==> src/hw/rtl/sv39ptw_pkg.sv <==
// shared widths, codes and types of the sv39 page table walker
`default_nettype none

package sv39ptw_pkg;

   // field widths
   localparam int VA_W       = 39;
   localparam int PPN_W      = 44;
   localparam int PA_W       = 56;
   localparam int IDX_W      = 12;
   localparam int PTE_W      = 64;
   localparam int STATUS_W   = 3;
   localparam int ROOT_W     = 3;
   localparam int VPN_W      = 9;
   localparam int OFFSET_W   = 12;
   localparam int CSR_IDX_W  = 2;
   localparam int CSR_DATA_W = 64;

   // entries in one table page
   localparam int ENTRIES_PER_PAGE = 512;

   // table entry bit positions
   localparam int PTE_V   = 0;
   localparam int PTE_R   = 1;
   localparam int PTE_X   = 3;
   localparam int PPN_LSB = 10;
   localparam int PPN_MSB = 53;

   // operation codes
   localparam logic OP_WRITE     = 1'b0;
   localparam logic OP_TRANSLATE = 1'b1;

   // result status codes
   localparam logic [STATUS_W-1:0] STATUS_OK      = 3'd0;
   localparam logic [STATUS_W-1:0] STATUS_LIMIT   = 3'd1;
   localparam logic [STATUS_W-1:0] STATUS_INVALID = 3'd2;
   localparam logic [STATUS_W-1:0] STATUS_NO_PERM = 3'd3;
   localparam logic [STATUS_W-1:0] STATUS_WINDOW  = 3'd4;

   // configuration register indexes
   localparam logic [CSR_IDX_W-1:0] CSR_ROOT_PAGE   = 2'd0;
   localparam logic [CSR_IDX_W-1:0] CSR_WINDOW_BASE = 2'd1;
   localparam logic [CSR_IDX_W-1:0] CSR_VA_LIMIT    = 2'd2;

   // reset value of the address limit, 2^38
   localparam logic [VA_W-1:0] VA_LIMIT_RESET = 39'h40_0000_0000;

   // configuration seen by the walker
   typedef struct packed {
      logic [ROOT_W-1:0] root_page;
      logic [PPN_W-1:0]  window_base_ppn;
      logic [VA_W-1:0]   va_limit;
   } cfg_type;

endpackage

`default_nettype wire

==> src/hw/rtl/sv39ptw_if.sv <==
// valid/ready channel interfaces: request, response and register write
`default_nettype none

interface sv39ptw_req_if import sv39ptw_pkg::*; ();
   logic             valid;
   logic             ready;
   logic             op;
   logic [IDX_W-1:0] entry_index;
   logic [PTE_W-1:0] entry_value;
   logic [VA_W-1:0]  vaddr;

   modport source(output valid, op, entry_index, entry_value, vaddr, input ready);
   modport sink(input valid, op, entry_index, entry_value, vaddr, output ready);
endinterface

interface sv39ptw_rsp_if import sv39ptw_pkg::*; ();
   logic                valid;
   logic                ready;
   logic [PA_W-1:0]     paddr;
   logic [STATUS_W-1:0] status;

   modport source(output valid, paddr, status, input ready);
   modport sink(input valid, paddr, status, output ready);
endinterface


`default_nettype wire

==> src/hw/rtl/sv39ptw_walk.sv <==
// walk sequencer: clearing pass, entry writes, three-level lookup, response register
`default_nettype none

module sv39ptw_walk import sv39ptw_pkg::*; #(
   parameter int TABLE_PAGES = 8,
   parameter int PAGE_W      = 3,
   parameter int ADDR_W      = 12
) (
   input  wire logic              clock,
   input  wire logic              reset,
   sv39ptw_req_if.sink            req_ch,
   sv39ptw_rsp_if.source          rsp_ch,
   input  wire cfg_type           cfg,
   output      logic              wr_en,
   output      logic [ADDR_W-1:0] wr_addr,
   output      logic [PTE_W-1:0]  wr_data,
   output      logic              rd_en,
   output      logic [ADDR_W-1:0] rd_addr,
   input  wire logic [PTE_W-1:0]  rd_data
);

   localparam int DEPTH = TABLE_PAGES * ENTRIES_PER_PAGE;

   typedef enum logic [4:0] {
      ST_CLEAR = 5'b00001,
      ST_IDLE  = 5'b00010,
      ST_LVL2  = 5'b00100,
      ST_LVL1  = 5'b01000,
      ST_LVL0  = 5'b10000
   } state_type;

   state_type           state_ff, state_in;
   logic [ADDR_W-1:0]   clr_ff, clr_in;
   logic [VA_W-1:0]     vaddr_ff, vaddr_in;
   logic                rsp_valid_ff, rsp_valid_in;
   logic [PA_W-1:0]     rsp_paddr_ff, rsp_paddr_in;
   logic [STATUS_W-1:0] rsp_status_ff, rsp_status_in;

   logic                slot_free;
   logic                accept;
   logic                rsp_load;
   logic [PA_W-1:0]     load_paddr;
   logic [STATUS_W-1:0] load_status;
   logic [15:0]         idx_wide;
   logic [7:0]          root_wide;
   logic [PPN_W-1:0]    pte_ppn;
   logic [PPN_W:0]      ppn_diff;
   logic                ptr_outside;
   logic [PAGE_W-1:0]   next_page;

   // output slot is free when empty or being drained this cycle
   assign slot_free    = !rsp_valid_ff || rsp_ch.ready;
   assign req_ch.ready = (state_ff == ST_IDLE) && slot_free;
   assign accept       = req_ch.valid && req_ch.ready;

   // index and page helpers
   assign idx_wide  = 16'(req_ch.entry_index);
   assign root_wide = 8'(cfg.root_page);

   // pointer range check against the table window
   assign pte_ppn     = rd_data[PPN_MSB:PPN_LSB];
   assign ppn_diff    = {1'b0, pte_ppn} - {1'b0, cfg.window_base_ppn};
   assign ptr_outside = ppn_diff[PPN_W] || (ppn_diff[PPN_W-1:0] >= PPN_W'(TABLE_PAGES));
   assign next_page   = ppn_diff[PAGE_W-1:0];

   // sequencer
   always_comb begin
      state_in    = state_ff;
      clr_in      = clr_ff;
      vaddr_in    = vaddr_ff;
      wr_en       = 1'b0;
      wr_addr     = clr_ff;
      wr_data     = '0;
      rd_en       = 1'b0;
      rd_addr     = '0;
      rsp_load    = 1'b0;
      load_paddr  = '0;
      load_status = STATUS_OK;
      unique case (state_ff)
         ST_CLEAR: begin
            wr_en  = 1'b1;
            clr_in = clr_ff + 1'b1;
            if (clr_ff == ADDR_W'(DEPTH - 1)) begin
               state_in = ST_IDLE;
            end
         end
         ST_IDLE: begin
            if (accept) begin
               vaddr_in = req_ch.vaddr;
               if (req_ch.op == OP_WRITE) begin
                  // writes past the store are dropped
                  wr_en    = 32'(req_ch.entry_index) < 32'(DEPTH);
                  wr_addr  = idx_wide[ADDR_W-1:0];
                  wr_data  = req_ch.entry_value;
                  rsp_load = 1'b1;
               end else if (req_ch.vaddr > cfg.va_limit) begin
                  rsp_load    = 1'b1;
                  load_status = STATUS_LIMIT;
               end else if (32'(cfg.root_page) >= 32'(TABLE_PAGES)) begin
                  rsp_load    = 1'b1;
                  load_status = STATUS_WINDOW;
               end else begin
                  rd_en    = 1'b1;
                  rd_addr  = {root_wide[PAGE_W-1:0], req_ch.vaddr[38:30]};
                  state_in = ST_LVL2;
               end
            end
         end
         ST_LVL2, ST_LVL1: begin
            if (!rd_data[PTE_V] || ptr_outside) begin
               // error ends the walk once the slot is free
               if (slot_free) begin
                  rsp_load    = 1'b1;
                  load_status = !rd_data[PTE_V] ? STATUS_INVALID : STATUS_WINDOW;
                  state_in    = ST_IDLE;
               end
            end else begin
               rd_en = 1'b1;
               if (state_ff == ST_LVL2) begin
                  rd_addr  = {next_page, vaddr_ff[29:21]};
                  state_in = ST_LVL1;
               end else begin
                  rd_addr  = {next_page, vaddr_ff[20:12]};
                  state_in = ST_LVL0;
               end
            end
         end
         ST_LVL0: begin
            if (slot_free) begin
               rsp_load = 1'b1;
               state_in = ST_IDLE;
               if (!rd_data[PTE_V]) begin
                  load_status = STATUS_INVALID;
               end else if (rd_data[PTE_X:PTE_R] == '0) begin
                  load_status = STATUS_NO_PERM;
               end else begin
                  load_paddr = {pte_ppn, vaddr_ff[OFFSET_W-1:0]};
               end
            end
         end
         default: begin
            state_in = ST_CLEAR;
         end
      endcase
   end

   // response register
   always_comb begin
      rsp_valid_in  = rsp_valid_ff && !rsp_ch.ready;
      rsp_paddr_in  = rsp_paddr_ff;
      rsp_status_in = rsp_status_ff;
      if (rsp_load) begin
         rsp_valid_in  = 1'b1;
         rsp_paddr_in  = load_paddr;
         rsp_status_in = load_status;
      end
   end

   // control registers
   always_ff @(posedge clock) begin
      if (reset) begin
         state_ff     <= ST_CLEAR;
         clr_ff       <= '0;
         rsp_valid_ff <= 1'b0;
      end else begin
         state_ff     <= state_in;
         clr_ff       <= clr_in;
         rsp_valid_ff <= rsp_valid_in;
      end
   end

   // payload registers
   always_ff @(posedge clock) begin
      vaddr_ff      <= vaddr_in;
      rsp_paddr_ff  <= rsp_paddr_in;
      rsp_status_ff <= rsp_status_in;
   end

   assign rsp_ch.valid  = rsp_valid_ff;
   assign rsp_ch.paddr  = rsp_paddr_ff;
   assign rsp_ch.status = rsp_status_ff;

endmodule

`default_nettype wire

==> src/flat_wrapper.sv <==
// flat-port wrapper written by rule: the top's interface ports become plain ports
module sv39ptw_walk_flat import sv39ptw_pkg::*;
#(
   parameter int TABLE_PAGES = 8,
   parameter int PAGE_W      = 3,
   parameter int ADDR_W      = 12
)
  (clock, reset, cfg, wr_en, wr_addr, wr_data, rd_en, rd_addr, rd_data, req_ch_valid, req_ch_op, req_ch_entry_index, req_ch_entry_value, req_ch_vaddr, req_ch_ready, rsp_ch_valid, rsp_ch_paddr, rsp_ch_status, rsp_ch_ready);
  sv39ptw_req_if req_ch_i ();
  sv39ptw_rsp_if rsp_ch_i ();
  input  wire logic clock;
  input  wire logic reset;
  input  wire cfg_type cfg;
  output      logic wr_en;
  output      logic [ADDR_W-1:0] wr_addr;
  output      logic [PTE_W-1:0] wr_data;
  output      logic rd_en;
  output      logic [ADDR_W-1:0] rd_addr;
  input  wire logic [PTE_W-1:0] rd_data;
  input wire logic [$bits(req_ch_i.valid)-1:0] req_ch_valid;
  input wire logic [$bits(req_ch_i.op)-1:0] req_ch_op;
  input wire logic [$bits(req_ch_i.entry_index)-1:0] req_ch_entry_index;
  input wire logic [$bits(req_ch_i.entry_value)-1:0] req_ch_entry_value;
  input wire logic [$bits(req_ch_i.vaddr)-1:0] req_ch_vaddr;
  output wire logic [$bits(req_ch_i.ready)-1:0] req_ch_ready;
  output wire logic [$bits(rsp_ch_i.valid)-1:0] rsp_ch_valid;
  output wire logic [$bits(rsp_ch_i.paddr)-1:0] rsp_ch_paddr;
  output wire logic [$bits(rsp_ch_i.status)-1:0] rsp_ch_status;
  input wire logic [$bits(rsp_ch_i.ready)-1:0] rsp_ch_ready;
  assign req_ch_i.valid = req_ch_valid;
  assign req_ch_i.op = req_ch_op;
  assign req_ch_i.entry_index = req_ch_entry_index;
  assign req_ch_i.entry_value = req_ch_entry_value;
  assign req_ch_i.vaddr = req_ch_vaddr;
  assign req_ch_ready = req_ch_i.ready;
  assign rsp_ch_valid = rsp_ch_i.valid;
  assign rsp_ch_paddr = rsp_ch_i.paddr;
  assign rsp_ch_status = rsp_ch_i.status;
  assign rsp_ch_i.ready = rsp_ch_ready;
  sv39ptw_walk #(.TABLE_PAGES(TABLE_PAGES), .PAGE_W(PAGE_W), .ADDR_W(ADDR_W)) u_core (.clock(clock), .reset(reset), .req_ch(req_ch_i), .rsp_ch(rsp_ch_i), .cfg(cfg), .wr_en(wr_en), .wr_addr(wr_addr), .wr_data(wr_data), .rd_en(rd_en), .rd_addr(rd_addr), .rd_data(rd_data));
endmodule
==> config.mk <==
export PLATFORM = sky130hd
export DESIGN_NAME = sv39ptw_walk_flat
export DESIGN_NICKNAME = d
export VERILOG_FILES = /design/src/hw/rtl/sv39ptw_pkg.sv /design/src/hw/rtl/sv39ptw_if.sv /design/src/hw/rtl/sv39ptw_walk.sv /design/src/flat_wrapper.sv
export SDC_FILE = /design/constraint.sdc
export NUM_CORES = 1
export LEC_CHECK = 0
export ABC_CLOCK_PERIOD_IN_PS = 16000
export BUFFER_PORTS_ARGS = -buffer_cell sky130_fd_sc_hd__buf_4
export CORE_AREA = 2 2 162 164
export DETAILED_ROUTE_END_ITERATION = 6
export DIE_AREA = 0 0 164 166
export GPL_TIMING_DRIVEN = 0
export PLACE_DENSITY = 0.68
export SYNTH_ARGS = -nofsm -noshare
export SYNTH_HDL_FRONTEND = slang
export SYNTH_SLANG_ARGS = --single-unit
==> constraint.sdc <==
create_clock -name clock -period 16 [get_ports clock]
set_input_delay 1.6 -clock clock [delete_from_list [all_inputs] [get_ports clock]]
set_output_delay 1.6 -clock clock [all_outputs]
set_load 0.03 [all_outputs]
# Yosys cells after proc, flatten, opt, wreduce, memory -nomap -nowiden
# Index checks and enable logic that the tools add are counted.
[op_classes]
addsub = 2
magnitude_cmp = 2
eq_ne = 10
n_mux = 45
bitwise = 3
n_reduce_logical = 14
[op_table]
columns = ["cell", "n"]
rows = [
  ["2-to-1 mux 64 bit", 3],
  ["2-to-1 mux 12 bit", 7],
  ["subtractor 44 x 44 -> 45 bit", 1],
  [">= comparator 44 x 4 -> 1 bit, second input constant", 1],
  ["> comparator 39 bit", 1],
  ["2-to-1 mux 5 bit", 7],
  ["one-hot mux 12 bit (2 select lines)", 1],
  ["2-to-1 mux 3 bit", 7],
  ["one-hot mux 5 bit (4 select lines)", 1],
  ["2-to-1 mux 1 bit", 13],
  ["adder 12 x 1 -> 12 bit, second input constant", 1],
  ["equality test 12 bit, second input constant", 1],
  ["2-to-1 mux 9 bit", 1],
  ["one-hot mux 3 bit (3 select lines)", 1],
  ["equality test 5 x 1 -> 1 bit, second input constant", 1],
  ["equality test 5 x 2 -> 1 bit, second input constant", 1],
  ["equality test 5 x 3 -> 1 bit, second input constant", 1],
  ["equality test 5 x 4 -> 1 bit, second input constant", 1],
  ["equality test 5 bit, second input constant", 1],
  ["!= test 2 x 1 -> 1 bit, second input constant", 2],
  ["!= test 2 bit, second input constant", 2],
  ["one-hot mux 1 bit (2 select lines)", 2],
  ["AND reduction 4 bit", 1],
  ["OR reduction 4 bit", 1],
  ["other kinds (9)", 17],
]
[word_totals]
ff_bits = 107
inputBits = 270
output_inout_bits = 151

# Depth between registers and ports, before layout
[depth]
ltp_word = 7
ltp_mapped = 14
depth_no_buf = 14

# Worst setup path before layout
# No wires, ideal clock.
[synth_path]
kind = "in2reg"
startpoint = "input port rd_data[10]"
endpoint = "register u_core.rsp_paddr_ff[0] (netlist: u_core.rsp_ch.paddr[0]), enable pin"
arrival_time_ns = 7.284
required_time_ns = 15.489
path_slack_ns = 8.205
path_stages = 14
path_buffers = 0
cell_sequence = "inv_1 > ha_1 > fa_1 > nor2b_1 > o31a_1 > o2111ai_2 > o211ai_1 > a311oi_1 > o41ai_1 > xor2_1 > nor4_2 > nand3_2 > nand2_1 > a31oi_1"
[synth_between]
elab_chain_cells = 6
[synth_lines]
columns = ["element", "line_no", "text"]
rows = [
  ["from (decl)", "flat_wrapper.sv:19", "input wire logic [PTE_W-1:0] rd_data;"],
  ["subtractor 44 x 44 -> 45 bit (*)", "sv39ptw_walk.sv:62", "assign ppn_diff = {1'b0, pte_ppn} - {1'b0, cfg.window_base_ppn};"],
  [">= comparator 44 x 4 -> 1 bit", "sv39ptw_walk.sv:63", "assign ptr_outside = ppn_diff[PPN_W] || (ppn_diff[PPN_W-1:0] >= PPN_W'(TABLE_PAGES));"],
  ["logical OR 1 bit (*)", "sv39ptw_walk.sv:63", ""],
  ["logical OR 1 bit (*)", "sv39ptw_walk.sv:110", "if (!rd_data[PTE_V] || ptr_outside) begin"],
  ["2-to-1 mux 1 bit (*)", "sv39ptw_walk.sv:110", ""],
  ["one-hot mux 1 bit (3 select lines) (*)", "sv39ptw_walk.sv:79", "unique case (state_ff)"],
  ["net u_core.rsp_load", "sv39ptw_walk.sv:41", "logic rsp_load;"],
  ["to (signal assigned)", "sv39ptw_walk.sv:175", "rsp_paddr_ff <= rsp_paddr_in;"],
  ["to (decl)", "sv39ptw_walk.sv:36", "logic [PA_W-1:0] rsp_paddr_ff, rsp_paddr_in;"],
]
# The timed path passes the listed nets; every way through them passes the cells marked *.
# A chain may end at the register's enable or synchronous reset.

# Final worst setup path
[layout_path]
startpoint = "input port rd_data[10]"
endpoint = "output port rd_addr[1]"
[layout_between]
elab_chain_cells = 6
[layout_lines]
columns = ["element", "line_no", "text"]
rows = [
  ["subtractor 44 x 44 -> 45 bit (*)", "sv39ptw_walk.sv:62", ""],
  [">= comparator 44 x 4 -> 1 bit", "sv39ptw_walk.sv:63", ""],
  ["logical OR 1 bit (*)", "sv39ptw_walk.sv:63", ""],
  ["logical OR 1 bit (*)", "sv39ptw_walk.sv:110", ""],
  ["2-to-1 mux 12 bit (*)", "sv39ptw_walk.sv:110", ""],
  ["one-hot mux 12 bit (2 select lines) (*)", "sv39ptw_walk.sv:79", ""],
  ["to (decl)", "flat_wrapper.sv:18", "output logic [ADDR_W-1:0] rd_addr;"],
]
# Mark *: on every way between the ends. The rest lies on a longest branch, timed or not.

==> results_dict.tcl <==
set metrics [dict create \
    r2r_cells 11 \
    place_ws_ns 8.352 \
    setup_ws_ns 8.271 \
    post-cts-setup-buffers 0 \
    clkLatencyLatePin_ns 0.37 \
    tightest_slew_ns 1.149 \
    rr_endpoint "u_core.state_ff[1]$_SDFFE_PP0P_" \
    reg2reg_from "u_core.state_ff[1]$_SDFFE_PP0P_" \
    max_stage_delay_ns 0.49 \
    status "finished, final reports clean" \
    initial_core_util_pct 36.44 \
    worstPathRequired_ns 14.40 \
    grt_max_degree 35 \
    syn_area_mm2 0.009334 \
    fmax_mhz 129.4 \
    finalSetupTns_ns 0 \
    fp.coreArea_mm2 0.02562 \
    synth_commonest_cells "123 x and2_1, 109 x inv_1, 89 x edfxtp_1" \
    rsz0062_at_grt "false" \
    critPathArrivalTime_ns 6.13 \
    synth_area_leaders "edfxtp_1 29%, ha_1 11%, and2_1 8.2%, inv_1 4.4%, a21oi_1 3.9%" \
    synth_edf_count 89 \
    r2r_slack_ns 12.89 \
    die_height_um 166 \
    cp-start-kind "primary input" \
    drive_gt1_share_pct 30.58 \
    syn_inst 1105 \
    clk_pin_slew_worst_paths_ns 0.08 \
    post-route-min-period_ns 7.729 \
    path_cells "buf_4, inv_1, ha_1, fa_1, nor2b_1, o31a_1, o2111ai_2, o211ai_1, a311oi_1, o41ai_1, xor2_1, nor4_2, nand4_1, nor3_4, a221o_1, buf_4" \
    slew_headroom_pct 23.23 \
    hold_violations 0 \
    drv_cap 0 \
    peakVddDrop_mv 0.04133 \
    final_nets 1877 \
    gp_congestion 0.9407 \
    synth.most_common_cell "and2_1" \
    yosysWarnings 0 \
    clockRootBuffer "clkbuf_16" \
    port_buffers 403 \
    yosys.area.top_type "edfxtp_1" \
    tritoncts "done" \
    synth_top_area_share_pct 28.63 \
    dp.final_hpwl_um 29180 \
    cp_slowest_cell "nor4_2" \
    synthArstFlopShare_pct 0 \
    ctsHtreeMaxLevel 3 \
    diodes 0 \
    track_usage_pct 24.54 \
    die_w_um 164 \
    post-route-period-util_pct 48.30 \
    min_delay_path_depth 1 \
    hold_path.class "reg -> reg" \
    skew_ns 0.01401 \
    drtIter0Drc 574 \
    vias 9833 \
    clockBufferDepth 2 \
    num_rows 59 \
    pin_count 421 \
    ant_nets 0 \
    route.detailed.drc 0 \
    vias_per_cell 5.281 \
    worstPathMaxFanout 10 \
    synth.distinct_cells 84 \
    cp_num_buf_inv 3 \
    syn2layout_area_growth_pct 41.05 \
    p_per_area_mw_per_mm2 58.87 \
    numCtsBuffers 9 \
    first_pass_iters 5 \
    postSynthAreaPerCell_um2 8.447 \
    p_leak_nw 6.261 \
    postCtsHoldBufs 0 \
    grt_remaining_overflow 0 \
    worstHoldStart "u_core.vaddr_ff[10]$_DFFE_PP_" \
    setup.worst_path.class "in -> out" \
    synthFlopType "edfxtp_1" \
    grt_pass1_vias 9678 \
    antenna_found_initial 0 \
    path_delay_family "compound AO/OA/AOI/OAI gates" \
    crit_top_cell "buf_4" \
    drt_wl_total_um 34070 \
    finalSetupViolCount 0 \
    ctsResizeCount 0 \
    synth_seq_cells 107 \
    setup.worst_path.end_class "output pin" \
    yosysSeqAreaShare_pct 32.49 \
    die-area_mm2 0.02722 \
    syn-num-nets 1460 \
    wl_per_cell_um 18.30 \
    grt_pass1_wl_um 52190 \
    clock_sinks 107 \
    slew_violations 0 \
    whs_endpoint "u_core.rsp_ch.paddr[10]$_SDFFCE_PP0P_" \
    critical_path.startpoint "rd_data[10]" \
]
layer usage:
| layer | global-route usage, % | vias up | wire length (um) |
|---|---|---|---|
| met1 | 32.19 | 4567 | 14440 |
| li1 | - | 4812 | - |
| met5 | 0 | - | 0 |
| met3 | 6.843 | 49 | 2966 |
| met4 | 7.742 | 0 | 953 |
| met2 | 39.08 | 405 | 15720 |
power breakdown:
part / internal (mW) / total, mW / switching [mW] / leakage (nW)
clock network: 0.125 / 0.241 / 0.116 / 0.153
logic: 0.103 / 0.234 / 0.132 / 5.05
registers: 0.299 / 0.300 / 0.000912 / 1.05
total: 0.526 / 0.775 / 0.249 / 6.26
final cells by class:
| type | count | area (um^2) |
|---|---|---|
| clock buffers | 9 | 225.2 |
| repair buffers | 406 | 3084 |
| flip-flops and latches | 107 | 3033 |
| well taps | 335 | 419.2 |
| clock inverters | 7 | 81.33 |
| fillers | 2471 | 12450 |
| multi-input cells | 845 | 5736 |
| inverters | 109 | 409.1 |
| plain buffers | 44 | 177.7 |
logic make-up after synthesis:
group                    after synthesis  synth area share (%)
multiplexers                          19                 2.225
buffers and inverters                153                 6.273
adder cells (fa/ha/maj)               85                 11.47
XOR/XNOR                              28                 2.627
AO/OA/AOI/OAI                        269                 18.91
flip-flops                           107                 32.49
AND/OR/NAND/NOR                      444                 25.99
registers in the layout (all words and copies together) (netlist names):
signal and cells:
u_core.clr_ff 12, u_core.rsp_ch.paddr 56, u_core.rsp_ch.status 3, u_core.rsp_ch.valid 1, u_core.state_ff 5, u_core.vaddr_ff 30
per-stage QoR:
stage	cells	instance area [um^2]	hold slack [ns]	utilization, %	total power, mW
6_report	1862	13170	0.5212	51.39	0.7750
5_1_grt	1862	13170	0.5404	51.39	0.8178
4_1_cts	1862	13170	0.5199	51.39	0.7805
3_5_place_dp	1846	12860	0.5026	50.20	0.5378
3_3_place_gp	1843	12780	0.4858	49.89	0.5359
2_1_floorplan	1105	9334	0.4643	-	0.4395
how the worst max path moves through the flow:
stage	end	depth (start not counted)
3_5_place_dp	rd_addr[1]	16
3_3_place_gp	u_core.rsp_ch.paddr[18]$_SDFFCE_PP0P_	15
4_1_cts	rd_addr[1]	16
2_1_floorplan	u_core.rsp_ch.paddr[0]$_SDFFCE_PP0P_	14
5_1_grt	rd_addr[1]	16
6_report	rd_addr[1]	16
layout by cell type (no fill, tap or decap), types with 4 or more instances in the layout:
cell type  netlist  final
a31oi_1          9      8
nor3_1          20     19
or2_2            4      4
a211oi_1         8      8
o22ai_1          5      5
buf_2            9      9
ha_1            84     84
a221oi_1         5      5
o21a_1          13     13
and2_1         123    123
a21oi_1         73     73
clkbuf_1        34     33
and3_1           9      9
edfxtp_1        89     89
nor4_1           9      9
o31ai_1         16     16
o21ai_0         49     49
a21o_1          25     25
nor3b_1          4      4
mux2_2          13     13
inv_1          109    109
or3_1            7      7
clkbuf_16        0      9
nand2_1         77     77
nor2_1          75     75
buf_4            0    403
dfxtp_1         18     18
nand3_1         37     37
mux2i_1          5      5
xnor2_1         12     12
xor2_1          16     16
o211ai_1         5      5
nor2b_1         10     10
nand4_1         35     35
o21ai_1         15     15
nand2b_1        10     10
(Power assumes the default switching activity.)
